===== config.mk =====
export PLATFORM = sky130hd
export DESIGN_NAME = dhfk_front
export DESIGN_NICKNAME = d
export VERILOG_FILES = /design/src/hw/rtl/assert_macros.svh /design/src/hw/rtl/dhfk_pkg.sv /design/src/hw/rtl/dhfk_front.sv
export SDC_FILE = /design/constraint.sdc
export NUM_CORES = 1
export LEC_CHECK = 0
export BUFFER_PORTS_ARGS = -buffer_cell sky130_fd_sc_hd__buf_2
export CORE_MARGIN = 5
export CORE_UTILIZATION = 35
export DETAILED_ROUTE_END_ITERATION = 10
export PLACE_DENSITY_LB_ADDON = 0.25
export SYNTH_ARGS = -nofsm -noshare
export SYNTH_HDL_FRONTEND = slang
export SYNTH_SLANG_ARGS = --single-unit

===== constraint.sdc =====
create_clock -name vclk -period 5.6
set_clock_uncertainty 0.1 [all_clocks]
set_input_delay 0.28 -clock vclk [all_inputs]
set_output_delay 0.28 -clock vclk [all_outputs]
set_load 0.005 [all_outputs]

===== src/hw/rtl/assert_macros.svh =====
// Assertion helpers for the RTL files.
`ifndef ASSERT_MACROS_SVH
`define ASSERT_MACROS_SVH

// The condition must never be true outside reset.
`define ASSERT_NEVER(lbl, clk, rst_n, cond) \
    lbl: assert property (@(posedge clk) disable iff (!rst_n) !(cond)) \
        else $error("assertion failed: condition must never hold");

// When the trigger holds, the consequence must hold in the next cycle.
`define ASSERT_NEXT(lbl, clk, rst_n, trig, cons) \
    lbl: assert property (@(posedge clk) disable iff (!rst_n) (trig) |=> (cons)) \
        else $error("assertion failed: next-cycle consequence missing");

`endif


===== src/hw/rtl/dhfk_pkg.sv =====
// ----------------------------------------------------------------------------
// dhfk_pkg
// Types, constants and helper functions of the forward kinematics block.
// ----------------------------------------------------------------------------
package dhfk_pkg;

    localparam int ANGLE_BITS     = 16;
    localparam int COORD_BITS     = 24;
    localparam int LEN_BITS       = 18;
    localparam int CORDIC_ITERS   = 30;
    localparam int CORDIC_LAT     = CORDIC_ITERS + 2;
    localparam int BACK_LAT       = CORDIC_LAT + 4;
    localparam int QUEUE_DEPTH    = 4;
    localparam int RES_DEPTH      = 2;
    localparam int CFG_INDEX_BITS = 2;
    localparam int CFG_DATA_BITS  = 32;

    localparam logic signed [33:0] CORDIC_GAIN_Q30 = 34'sd652032874;

    localparam logic [CFG_INDEX_BITS-1:0] REG_UPPER_ARM    = 2'd0;
    localparam logic [CFG_INDEX_BITS-1:0] REG_FOREARM      = 2'd1;
    localparam logic [CFG_INDEX_BITS-1:0] REG_TOOL_OFFSET  = 2'd2;
    localparam logic [CFG_INDEX_BITS-1:0] REG_ELBOW_OFFSET = 2'd3;

    localparam logic [LEN_BITS-1:0]   RST_UPPER_ARM    = 18'd52777;
    localparam logic [LEN_BITS-1:0]   RST_FOREARM      = 18'd51200;
    localparam logic [LEN_BITS-1:0]   RST_TOOL_OFFSET  = 18'h351DA; // -44582
    localparam logic [ANGLE_BITS-1:0] RST_ELBOW_OFFSET = ANGLE_BITS'(2505);

    typedef struct packed {
        logic [ANGLE_BITS-1:0] base_angle;
        logic [ANGLE_BITS-1:0] shoulder_angle;
        logic [ANGLE_BITS-1:0] elbow_angle;
        logic [ANGLE_BITS-1:0] wrist_pitch_angle;
        logic [ANGLE_BITS-1:0] wrist_roll_angle;
    } item_t;

    typedef struct packed {
        logic signed [COORD_BITS-1:0] pos_x;
        logic signed [COORD_BITS-1:0] pos_y;
        logic signed [COORD_BITS-1:0] pos_z;
    } result_t;

    typedef struct packed {
        logic [ANGLE_BITS-1:0] t1;
        logic [ANGLE_BITS-1:0] t2;
        logic [ANGLE_BITS-1:0] t23;
        logic [ANGLE_BITS-1:0] t234;
    } joint_angles_t;

    typedef struct packed {
        logic [LEN_BITS-1:0]        upper_arm_length;
        logic [LEN_BITS-1:0]        forearm_length;
        logic signed [LEN_BITS-1:0] tool_offset;
        logic [ANGLE_BITS-1:0]      elbow_offset_angle;
    } cfg_t;

    typedef struct packed {
        logic advance;
        logic last_valid;
        logic busy;
    } back_stat_t;

    // Arctangent of 2^-i in units of 2^-32 turn.
    function automatic logic [31:0] atan_turn(input int i);
        logic [31:0] r;
        begin
            case (i)
                0:  r = 32'd536870912;
                1:  r = 32'd316933406;
                2:  r = 32'd167458907;
                3:  r = 32'd85004756;
                4:  r = 32'd42667331;
                5:  r = 32'd21354465;
                6:  r = 32'd10679838;
                7:  r = 32'd5340245;
                8:  r = 32'd2670163;
                9:  r = 32'd1335087;
                10: r = 32'd667544;
                11: r = 32'd333772;
                12: r = 32'd166886;
                13: r = 32'd83443;
                14: r = 32'd41722;
                15: r = 32'd20861;
                16: r = 32'd10430;
                17: r = 32'd5215;
                18: r = 32'd2608;
                19: r = 32'd1304;
                20: r = 32'd652;
                21: r = 32'd326;
                22: r = 32'd163;
                23: r = 32'd81;
                24: r = 32'd41;
                25: r = 32'd20;
                26: r = 32'd10;
                27: r = 32'd5;
                28: r = 32'd3;
                29: r = 32'd1;
                default: r = 32'd0;
            endcase
            return r;
        end
    endfunction

    function automatic logic signed [COORD_BITS-1:0] sat_coord(input logic signed [63:0] v);
        logic signed [63:0] hi;
        logic signed [63:0] lo;
        begin
            hi = (64'sd1 <<< (COORD_BITS - 1)) - 64'sd1;
            lo = -hi - 64'sd1;
            if (v > hi)
            begin
                return hi[COORD_BITS-1:0];
            end
            else if (v < lo)
            begin
                return lo[COORD_BITS-1:0];
            end
            return v[COORD_BITS-1:0];
        end
    endfunction

endpackage


===== src/hw/rtl/dhfk_front.sv =====
// ----------------------------------------------------------------------------
// dhfk_front
// Accepts joint angle requests and forms the four combined link angles.
// ----------------------------------------------------------------------------
module dhfk_front (
    input  logic                    push,
    input  logic                    full,
    input  dhfk_pkg::item_t         item,
    input  logic [dhfk_pkg::ANGLE_BITS-1:0] elbow_offset_angle,
    output logic                    q_push,
    output dhfk_pkg::joint_angles_t angles
);
    import dhfk_pkg::*;

    localparam logic [ANGLE_BITS-1:0] QUARTER  = ANGLE_BITS'(1) << (ANGLE_BITS - 2);
    localparam logic [ANGLE_BITS-1:0] HALF     = ANGLE_BITS'(1) << (ANGLE_BITS - 1);
    localparam logic [ANGLE_BITS-1:0] QUARTER3 = HALF + QUARTER;

    logic [ANGLE_BITS-1:0] q23;

    // All angle sums wrap modulo one turn. Wrist roll does not move the tool tip.
    assign q23    = item.shoulder_angle + item.elbow_angle;
    assign q_push = push && !full;

    always_comb
    begin
        angles.t1   = item.base_angle - HALF;
        angles.t2   = item.shoulder_angle - QUARTER - elbow_offset_angle;
        angles.t23  = q23;
        angles.t234 = q23 + item.wrist_pitch_angle - QUARTER3;
    end

endmodule


==> results.sh <==
export IMPL_crit_arrival_ns=4.06
export IMPL_grt_pass1_vias=2411
export IMPL_nClkBuffers=0
export IMPL_rsz0062_at_grt="false"
export IMPL_layout_setup_ws_ns=1.16
export IMPL_nFillCells=759
export IMPL_hold_depth=0
export IMPL_portBuffers=117
export IMPL_p_comb_share_pct=100.0
export IMPL_outcome="finished clean"
export IMPL_grt_overflow=0
export IMPL_yosysUniqueCellTypes=41
export IMPL_dieArea_sq_um=9140
export IMPL_synth_top_area_share_pct=35.6
export IMPL_place_ws_ns=1.20
export IMPL_utilization_pct=44.0
export IMPL_hold_path_class="primary input to output pin"
export IMPL_rows=31
export IMPL_vias=2641
export IMPL_core_sq_um=7180
export IMPL_synthTopCellsByArea="ha_1 36%, xnor2_1 9.2%, a21oi_1 6.6%"
export IMPL_post_drt_wl_per_cell_microns=11.8
export IMPL_setup_violations_final=0
export IMPL_viasPerCell=4.90
export IMPL_cellLeakagePower_nw=1.74
export IMPL_drv_cap=0
export IMPL_ctsHoldBuffers=0
export IMPL_power_density_nw_per_um2=201
export IMPL_dp_hpwl_microns=5850
export IMPL_worst_slew_pin_slew_ns=0.397
export IMPL_worst_setup_path_end_kind="output pin"
export IMPL_nFlopsAndLatches=0
export IMPL_layout_nets=616
export IMPL_grt_pass1_wl_microns=9980
export IMPL_finalCriticalPeriod_ns=4.44
export IMPL_yosysMostFrequentCell="ha_1"
export IMPL_synth_warning_count=0
export IMPL_seqCellArea_sq_um=0
export IMPL_period_share_pct=79.2
export IMPL_post_cts_repair_setup_buffers=0
export IMPL_worstPathMaxFanout=5
export IMPL_syn_area_sq_um=2560
export IMPL_vdd_ir_drop_worst_uv=146
export IMPL_syn_num_nets=513
export IMPL_ant_nets=0
export IMPL_switching_share_pct=51.5
export IMPL_maxSlewViolCount=0
export IMPL_power_frac_seq_pct=0
export IMPL_synthTopCellsByCount="73 x ha_1, 35 x inv_1, 34 x a21oi_1"
export IMPL_drive_above_1_share_pct=27.5
export IMPL_multiInputGateArea_sq_um=2320
export IMPL_grt_max_degree=9
export IMPL_yosys_area_top_type="ha_1"
export IMPL_switching_power_uw=326
export IMPL_setup_tns_ns=0
export IMPL_drcViolationCount=0
export IMPL_internal_power_uw=308
export IMPL_p_clk_share_pct=0
export IMPL_die_y_microns=95.6
export IMPL_avgSynthCellArea_sq_um=7.57
export IMPL_drt_pass1_iter_count=4
export IMPL_first_iter_violations=62
export IMPL_ctsResizeCount=0
export IMPL_final_hold_viol_count=0
export IMPL_synth_seq_area_share_pct=0
export IMPL_startpoint_type="primary input"
export IMPL_die_width_microns=95.6
export IMPL_syn_inst=339
export IMPL_fmax_mhz=225
export IMPL_initial_utilization_pct=35.7
export IMPL_drt_total_wl_microns=6370
export IMPL_slew_headroom_pct=72.9
export IMPL_path_class="primary input to output pin"
export IMPL_gp_congestion=0.818
export IMPL_grt_use_total_pct=12.9
export IMPL_n_antenna_cell=0
export IMPL_io_pins=163
export IMPL_grt_antenna_before_repair=0
export IMPL_cp_required_ns=5.22
export IMPL_layout_area_overhead_vs_synth_pct=23.1
per-layer routing:
layer | share of wire (%) | routed length (microns) | vias to the layer above | GRT usage, %
li1 | - | - | 1415 | -
met1 | 45 | 2860 | 1133 | 16.3
met2 | 45 | 2880 | 91 | 23.5
met3 | 9.8 | 624 | 2 | 2.68
met4 | 0.19 | 12 | 0 | 0.237
met5 | 0 | 0 | - | 0
placed cells by master, fill, tap and decap left out, drive strengths merged, types with 3 or more instances in the layout:
master	netlist	routed
nor3	11	11
xor2	10	10
a21oi	34	34
a211oi	3	3
o21bai	7	7
nor2b	9	9
fa	3	3
nand2	16	16
xnor2	27	27
nand3	6	6
buf	15	117
ha	73	73
a21o	7	7
o21a	7	7
o211ai	3	3
inv	35	35
nor2	24	24
o21ai	21	21
power groups by stage:
stage / Sequential [mW] / Combinational [mW] / Clock [mW]
floorplan: 0 / 0.434 / 0
global placement: 0 / 0.632 / 0
detailed placement: 0 / 0.642 / 0
CTS: 0 / 0.647 / 0
global route: 0 / 0.725 / 0
finish: 0 / 0.634 / 0
per-stage QoR:
| step | hold slack [ns] | power (mW) | instance area, sq um | std cells |
|---|---|---|---|---|
| 2_1_floorplan | 0.487 | 0.434 | 2560 | 339 |
| 3_3_place_gp | 0.460 | 0.632 | 3160 | 539 |
| 3_5_place_dp | 0.460 | 0.642 | 3160 | 539 |
| 4_1_cts | 0.460 | 0.647 | 3160 | 539 |
| 5_1_grt | 0.460 | 0.725 | 3160 | 539 |
| 6_report | 0.460 | 0.634 | 3160 | 539 |
worst paths after layout:
kind	from	end
worst max-delay path	item[48]	angles[15]
worst min-delay path	item[67]	angles[51]
worst max-delay path, stage by stage:
cell and delay (ns):
buf_2 0.09, ha_1 0.18, inv_1 0.06, fa_1 0.43
nor2b_4 0.13, o31a_1 0.20, o211ai_2 0.10, a21oi_1 0.21
o21ai_1 0.10, mux2i_1 0.16, nand2_1 0.10, ha_1 0.29
ha_1 0.37, a21oi_1 0.14, o21ai_0 0.12, nor3_1 0.15
a21oi_1 0.15, a2111o_1 0.43, nand3_1 0.11, xor2_1 0.13
buf_2 0.12
cell type report:
class              instances  area share (%)
inverters                 35            4.16
repair buffers           117            18.5
multi-input cells        288            73.4
well taps                 99            3.92
cell families after synthesis:
family | after synthesis | share of synthesized area, %
buffers and inverters | 51 | 9.66
xor gates and xnor gates | 37 | 12.6
and+or+nand+nor | 76 | 14.1
adders and majority gates | 76 | 38.0
AOI/OAI and AO/OA | 97 | 24.8
muxes | 2 | 0.781
Note: power is estimated with default switching activity, not from simulation.
