--- src/hw/rtl/assert_macros.svh ---
// Assertion helpers for the RTL files.
`ifndef ASSERT_MACROS_SVH
`define ASSERT_MACROS_SVH

// The condition must never be true outside reset.
`define ASSERT_NEVER(lbl, clk, rst_n, cond) \
    lbl: assert property (@(posedge clk) disable iff (!rst_n) !(cond)) \
        else $error("assertion failed: condition must never hold");

// When the trigger holds, the consequence must hold in the next cycle.
`define ASSERT_NEXT(lbl, clk, rst_n, trig, cons) \
    lbl: assert property (@(posedge clk) disable iff (!rst_n) (trig) |=> (cons)) \
        else $error("assertion failed: next-cycle consequence missing");

`endif

--- src/hw/rtl/dhfk_queue.sv ---
// ----------------------------------------------------------------------------
// dhfk_queue
// Small register queue with full and empty flags, oldest entry shown first.
// ----------------------------------------------------------------------------
module dhfk_queue #(
    parameter int WIDTH = 8,
    parameter int DEPTH = 4
) (
    input  logic             clk,
    input  logic             rst_n,
    input  logic             push,
    input  logic [WIDTH-1:0] wdata,
    output logic             full,
    input  logic             pop,
    output logic [WIDTH-1:0] rdata,
    output logic             empty
);
    localparam int PTR_BITS = (DEPTH > 1) ? $clog2(DEPTH) : 1;
    localparam int CNT_BITS = $clog2(DEPTH + 1);

    logic [WIDTH-1:0]    mem_reg [0:DEPTH-1];
    logic [PTR_BITS-1:0] wptr_reg, wptr_next;
    logic [PTR_BITS-1:0] rptr_reg, rptr_next;
    logic [CNT_BITS-1:0] count_reg, count_next;
    logic                do_push, do_pop;

    assign full    = (count_reg == CNT_BITS'(DEPTH));
    assign empty   = (count_reg == '0);
    assign do_push = push && !full;
    assign do_pop  = pop && !empty;
    assign rdata   = mem_reg[rptr_reg];

    always_comb
    begin
        wptr_next  = wptr_reg;
        rptr_next  = rptr_reg;
        count_next = count_reg;
        if (do_push)
        begin
            wptr_next = (wptr_reg == PTR_BITS'(DEPTH - 1)) ? '0 : wptr_reg + 1'b1;
        end
        if (do_pop)
        begin
            rptr_next = (rptr_reg == PTR_BITS'(DEPTH - 1)) ? '0 : rptr_reg + 1'b1;
        end
        if (do_push && !do_pop)
        begin
            count_next = count_reg + 1'b1;
        end
        else if (do_pop && !do_push)
        begin
            count_next = count_reg - 1'b1;
        end
    end

    always_ff @(posedge clk or negedge rst_n)
    begin
        if (!rst_n)
        begin
            wptr_reg  <= '0;
            rptr_reg  <= '0;
            count_reg <= '0;
        end
        else
        begin
            wptr_reg  <= wptr_next;
            rptr_reg  <= rptr_next;
            count_reg <= count_next;
        end
    end

    always_ff @(posedge clk)
    begin
        if (do_push)
        begin
            mem_reg[wptr_reg] <= wdata;
        end
    end

endmodule

--- config.mk ---
export PLATFORM = sky130hd
export DESIGN_NAME = dhfk_queue
export DESIGN_NICKNAME = d
export VERILOG_FILES = /design/src/hw/rtl/assert_macros.svh /design/src/hw/rtl/dhfk_queue.sv
export SDC_FILE = /design/constraint.sdc
export NUM_CORES = 1
export LEC_CHECK = 0
export BUFFER_PORTS_ARGS = -buffer_cell sky130_fd_sc_hd__buf_2
export CAP_MARGIN = 15
export CORE_UTILIZATION = 45
export DETAILED_ROUTE_END_ITERATION = 12
export GPL_TIMING_DRIVEN = 0
export SLEW_MARGIN = 40
export SYNTH_ARGS = -nofsm -noshare
export SYNTH_HDL_FRONTEND = slang
export SYNTH_SLANG_ARGS = --single-unit
--- constraint.sdc ---
create_clock -name clk -period 2.6 [get_ports clk]
set_clock_uncertainty 0.2 [all_clocks]
set_input_delay 0.39 -clock clk [delete_from_list [all_inputs] [get_ports clk]]
set_output_delay 0.39 -clock clk [all_outputs]
set_load 0.03 [all_outputs]
==> qor.yml, run 1 <==
outcome: "completed"
clk_latency_ns: 0.33
num_vias: 780
cts_tree: "yes"
setup-tns-final_ns: 0
top_layer: "met4"
pwr_density_cell_mw_per_mm2: 1130
crit_path_start_kind: "register"
fmax_ghz: 0.426
worstMarginPinSlew_ns: 0.571
worst_path_most_repeated_cell: "buf_2"
core_mm2: 0.00339
grt_overflow: 0
floorplan.initialDensity: 0.478
clkTransAtPathRegs_ns: 0.11
path_buf_inv: 2
synthesis.nets: 98
slowest_stage: "mux4_2"
hp-class: "input port to register"
synth_compound_area_frac: 0
drv_cap: 0
num_io_pins: 22
place_ws_ns: 0.424
drtPass1Iterations: 4
crit_fanout: 10
path_class: "register to output pin"
dr_wl_met3_um: 104
power.total_w: 0.00210
cp.required_ns: 2.01
yosysWarnings: 0
synthCells: 79
cts_hold_buf: 1
synth.avg_cell_area_um2: 20.5
cts_buffer_depth: 2
ir_worst_vdd_v: 0.000470
ys_seq_elements: 39
max_stage_delay_ns: 0.56
dp_hpwl_um: 1690
synth-xor-area-share: 0.0162
rsz0062_at_grt: "false"
post_cts_resize_count: 0
endpoint_kind: "output pin"
synth_top_family_by_area: "multiplexers"
grt_usage: 0.151
nets: 127
synth-adder-area-share: 0.0587
n_antenna_cell: 0
slew_viol_final: 0
ant_nets: 0
die_h_um: 62.0
drc: 0
first_global_vias: 752
wirelength_um: 2450
route.met2.wl_um: 1210
path_delay_family: "multiplexers"
regArea_mm2: 0.00114
min_period_ns: 2.35
crit_chain: "buf_2, mux4_2, buf_2"
num_rows: 21
root_buffer: "clkbuf_4"
synthMuxAreaShare: 0.151
wl_per_cell_um: 15.8
synthSimpleGateAreaFrac: 0.0541
largest_reg_flops: 32
drive_above_1_share: 0.459
cts_htree_levels: 2
cts_sinks: 39
post_cts_buffers: 0
yosysSeqAreaShare: 0.701
multi_input_area_um2: 458
p_leak_nw: 0.699
antenna_found_initial: 0
period_share: 0.903
grt_max_degree: 12
wirelength_met1_um: 1090
synth_cell_types: 19
viasPerCell: 5.03
io_buffers: 21
final_cell_mix: "32 x edfxtp_1, 22 x buf_2, 8 x mux4_2, 7 x dfrtp_1, 6 x ha_1"
n_fill_cell: 295
setup_viol_count_final: 0
cts_buffers: 5
max_slew_margin: 0.619
dieArea_mm2: 0.00384
arrival_ns: 1.76
gp_congestion: 0.704
drt-initial-drc-count: 7
grt_pass1_wl_um: 3690
dieWidth_um: 62.0
final_hold_viol_count: 0
finalWorstSetupSlack_ns: 0.253
mostFrequentLayoutCell: "edfxtp_1"
netlist_area_mm2: 0.00162
area_growth_pct: 14.1
==> cell usage after synthesis <==
| cell type | count | area share |
|---|---|---|
| and2_2 | 4 | 0.019 |
| buf_1 | 1 | 0.0023 |
| buf_2 | 1 | 0.0031 |
| buf_6 | 1 | 0.0069 |
| dfrtp_1 | 7 | 0.11 |
| edfxtp_1 | 32 | 0.59 |
| fa_1 | 1 | 0.012 |
| ha_1 | 6 | 0.046 |
| inv_1 | 3 | 0.0069 |
| mux2_2 | 3 | 0.021 |
| mux2_4 | 2 | 0.019 |
| mux4_2 | 8 | 0.11 |
| nand2b_4 | 1 | 0.0085 |
| nor2_1 | 3 | 0.0069 |
| nor2b_2 | 1 | 0.0054 |
| nor3_1 | 1 | 0.0031 |
| nor3b_4 | 1 | 0.012 |
| xnor2_1 | 1 | 0.0054 |
| xor2_1 | 2 | 0.011 |
==> kinds of logic after synthesis <==
group / Yosys count
and+or+nand+nor: 11
buffers and inverters: 6
adders and majority gates: 7
DFF: 39
muxes: 13
xor gates and xnor gates: 3
==> metrics by stage <==
step,hold WS (ns),cells,utilization,cell area [um2]
final,0.0589,155,0.545,1850
after floorplan,-0.106,79,-,1630
after global routing,0.0370,155,0.545,1850
after global placement,0.0328,146,0.528,1790
after detailed placement,0.0409,146,0.528,1790
after CTS,0.0479,155,0.545,1850
==> final timing paths <==
check / from / end / slack (ns) / cells past startpoint
worst max-delay path: rptr_reg[0]$_DFFE_PN0P_ / rdata[0] / 0.25 / 3
worst min-delay path: wdata[7] / mem_reg[2][7]$_DFFE_PP_ / 0.06 / 1
worst max register to register: count_reg[0]$_DFFE_PN0P_ / count_reg[2]$_DFFE_PN0P_ / 0.40 / 8
worst min register to register: count_reg[2]$_DFFE_PN0P_ / count_reg[2]$_DFFE_PN0P_ / 0.34 / 1
max in group asynchronous: rst_n / count_reg[1]$_DFFE_PN0P_ / 1.83 / 2
min in group asynchronous: rst_n / count_reg[2]$_DFFE_PN0P_ / 0.21 / 2
==> routing by layer <==
metal / GRT usage / vias to the layer above
li1: - / 360
met1: 0.195 / 398
met2: 0.225 / 16
met3: 0.0621 / 6
met4: 0.0667 / 0
met5: 0 / -
==> report_power, final <==
group	internal [W]	total, W	leakage [nW]	switching, W
clock network	0.000105	0.000287	0.0293	0.000181
registers	0.000846	0.000934	0.375	0.0000880
logic	0.000382	0.000875	0.295	0.000493
==> area by class of cell <==
cell class | instances | area share
Sequential cell | 39 | 0.615
Multi-Input combinational cell | 34 | 0.248
Timing Repair Buffer | 22 | 0.0623
Tap cell | 46 | 0.0311
Clock buffer | 7 | 0.0244
Buffer | 3 | 0.0108
Inverter | 3 | 0.00609
Clock inverter | 1 | 0.00271
No activity file was read; power rests on OpenSTA's default activity.
==> run 2: changes to the inputs <==
--- a/config.mk
+++ b/config.mk
@@ -10,6 +10,7 @@
 export CORE_UTILIZATION = 45
 export DETAILED_ROUTE_END_ITERATION = 12
 export GPL_TIMING_DRIVEN = 0
+export SETUP_SLACK_MARGIN = 0.4
 export SLEW_MARGIN = 40
 export SYNTH_ARGS = -nofsm -noshare
 export SYNTH_HDL_FRONTEND = slang
==> run 2 against run 1 <==
Effect of this change: hold slack improved by 0.012 ns; fmax grew 8.5%; power is 13% higher; final cell count is 5.2% higher; routed wire length down 1.0%; global-route usage down 0.21 points; utilization grew 4.9 points; sequential cell count unchanged; design area increased by 8.9%; critical path type unchanged; highest routed layer unchanged.
==> qor.yml, run 2 (synthesized netlist as in run 1, its figures left out) <==
endpoint_kind: "output pin"
drv_cap: 0
wl_per_cell_um: 14.8
clkTransAtPathRegs_ns: 0.11
drive_above_1_share: 0.538
cts_htree_levels: 2
antenna_found_initial: 0
die_h_um: 62.0
grt_max_degree: 12
dieWidth_um: 62.0
viasPerCell: 4.96
num_io_pins: 22
outcome: "completed"
min_period_ns: 2.16
area_growth_pct: 24.2
first_global_vias: 772
num_vias: 808
nets: 135
drtPass1Iterations: 4
root_buffer: "clkbuf_4"
clk_latency_ns: 0.33
slew_viol_final: 0
gp_congestion: 0.662
p_leak_nw: 0.771
dp_hpwl_um: 1620
period_share: 0.832
path_class: "register to output pin"
p_int_w: 0.00156
cp.required_ns: 2.01
startpoint: "rptr_reg[0]$_DFFE_PN0P_"
fin_util: 0.594
combPwrFrac: 0.478
switching_power_w: 0.000809
cts_tree: "yes"
drc: 0
grt_usage: 0.149
crit_path_start_kind: "register"
core_mm2: 0.00339
pwr_density_cell_mw_per_mm2: 1180
ir_worst_vdd_v: 0.000463
cts_buffer_depth: 2
setup_viol_count_final: 0
drt-initial-drc-count: 24
setup-tns-final_ns: 0
worstHoldStart: "wdata[7]"
crit_fanout: 4
n_antenna_cell: 0
fmax_ghz: 0.462
pwr-share-seq: 0.403
p_clk_frac: 0.119
dieArea_mm2: 0.00384
ant_nets: 0
max_slew_margin: 0.820
regToRegStartpoint: "count_reg[2]$_DFFE_PN0P_"
num_rows: 21
final_cell_mix: "32 x edfxtp_1, 14 x buf_2, 9 x buf_6, 8 x mux4_2, 7 x buf_4"
rsz0062_at_grt: "true"
floorplan.initialDensity: 0.478
final_hold_viol_count: 0
io_buffers: 21
mostFrequentLayoutCell: "edfxtp_1"
hp-class: "input port to register"
p_sw_frac: 0.342
wirelength_um: 2420
grt_overflow: 0
cts_buffers: 5
grt_pass1_wl_um: 3700
worstMarginPinSlew_ns: 0.269
arrival_ns: 1.57
largest_reg_flops: 32
cts_sinks: 39
run 2: critical path, stage by stage, from the launching register on:
cell and delay, ns:
dfrtp_2 0.43, clkbuf_16 0.16, mux4_2 0.50, buf_6 0.16
run 2: what timing repair did:
| action | CTS | global route |
|---|---|---|
| hold endpoints to repair | 7 | 0 |
| buffers inserted | 1 | 6 |
| endpoints found under the setup margin | 8 | 9 |
| hold buffers | 1 | 0 |
| cloned | 0 | 1 |
| gates resized for setup | 4 | 26 |
| pin swaps | 0 | 2 |
run 2: area by class of cell:
type	instances	area [um2]
buffer	3	36.3
clock buffer	7	45.0
clock inverter	1	5.00
fill	262	1380
inverter	3	11.3
multi-input combinational	34	477
sequential	39	1140
tap	46	57.6
timing repair buffer	30	243
run 2: worst paths after layout:
kind	slack (ns)	endpoint	depth (start not counted)
max in group asynchronous	1.81	count_reg[0]$_DFFE_PN0P_	2
min	0.07	mem_reg[1][7]$_DFFE_PP_	1
max	0.44	rdata[3]	3
max reg2reg	0.51	count_reg[2]$_DFFE_PN0P_	9
min in group asynchronous	0.21	wptr_reg[0]$_DFFE_PN0P_	2
min reg2reg	0.39	wptr_reg[1]$_DFFE_PN0P_	1
run 2: through the flow:
step	hold WS [ns]	instances	power (W)	instance area, um2	setup WS (ns)
6_report	0.0710	163	0.00237	2010	0.438
5_1_grt	0.0560	163	0.00252	2010	0.376
4_1_cts	0.0542	156	0.00218	1890	0.389
3_5_place_dp	0.0418	146	0.00187	1810	0.515
3_3_place_gp	0.0344	146	0.00184	1810	0.530
2_1_floorplan	-0.106	79	0.00165	1650	0.363
run 2: power by group through the flow:
stage	clock network [W]	logic, W	registers [W]
2_1_floorplan	0	0.000709	0.000938
3_3_place_gp	0	0.000886	0.000950
3_5_place_dp	0	0.000908	0.000960
4_1_cts	0.000291	0.000941	0.000951
5_1_grt	0.000323	0.00123	0.000974
6_report	0.000282	0.00113	0.000954
run 2: metal layers:
metal | part of all wire | GRT usage | wire [um] | vias up
met2 | 0.51 | 0.225 | 1240 | 15
met4 | 0.017 | 0.0667 | 40 | 0
met3 | 0.031 | 0.0559 | 75 | 5
met5 | 0 | 0 | 0 | -
met1 | 0.44 | 0.193 | 1060 | 412
li1 | - | - | - | 376
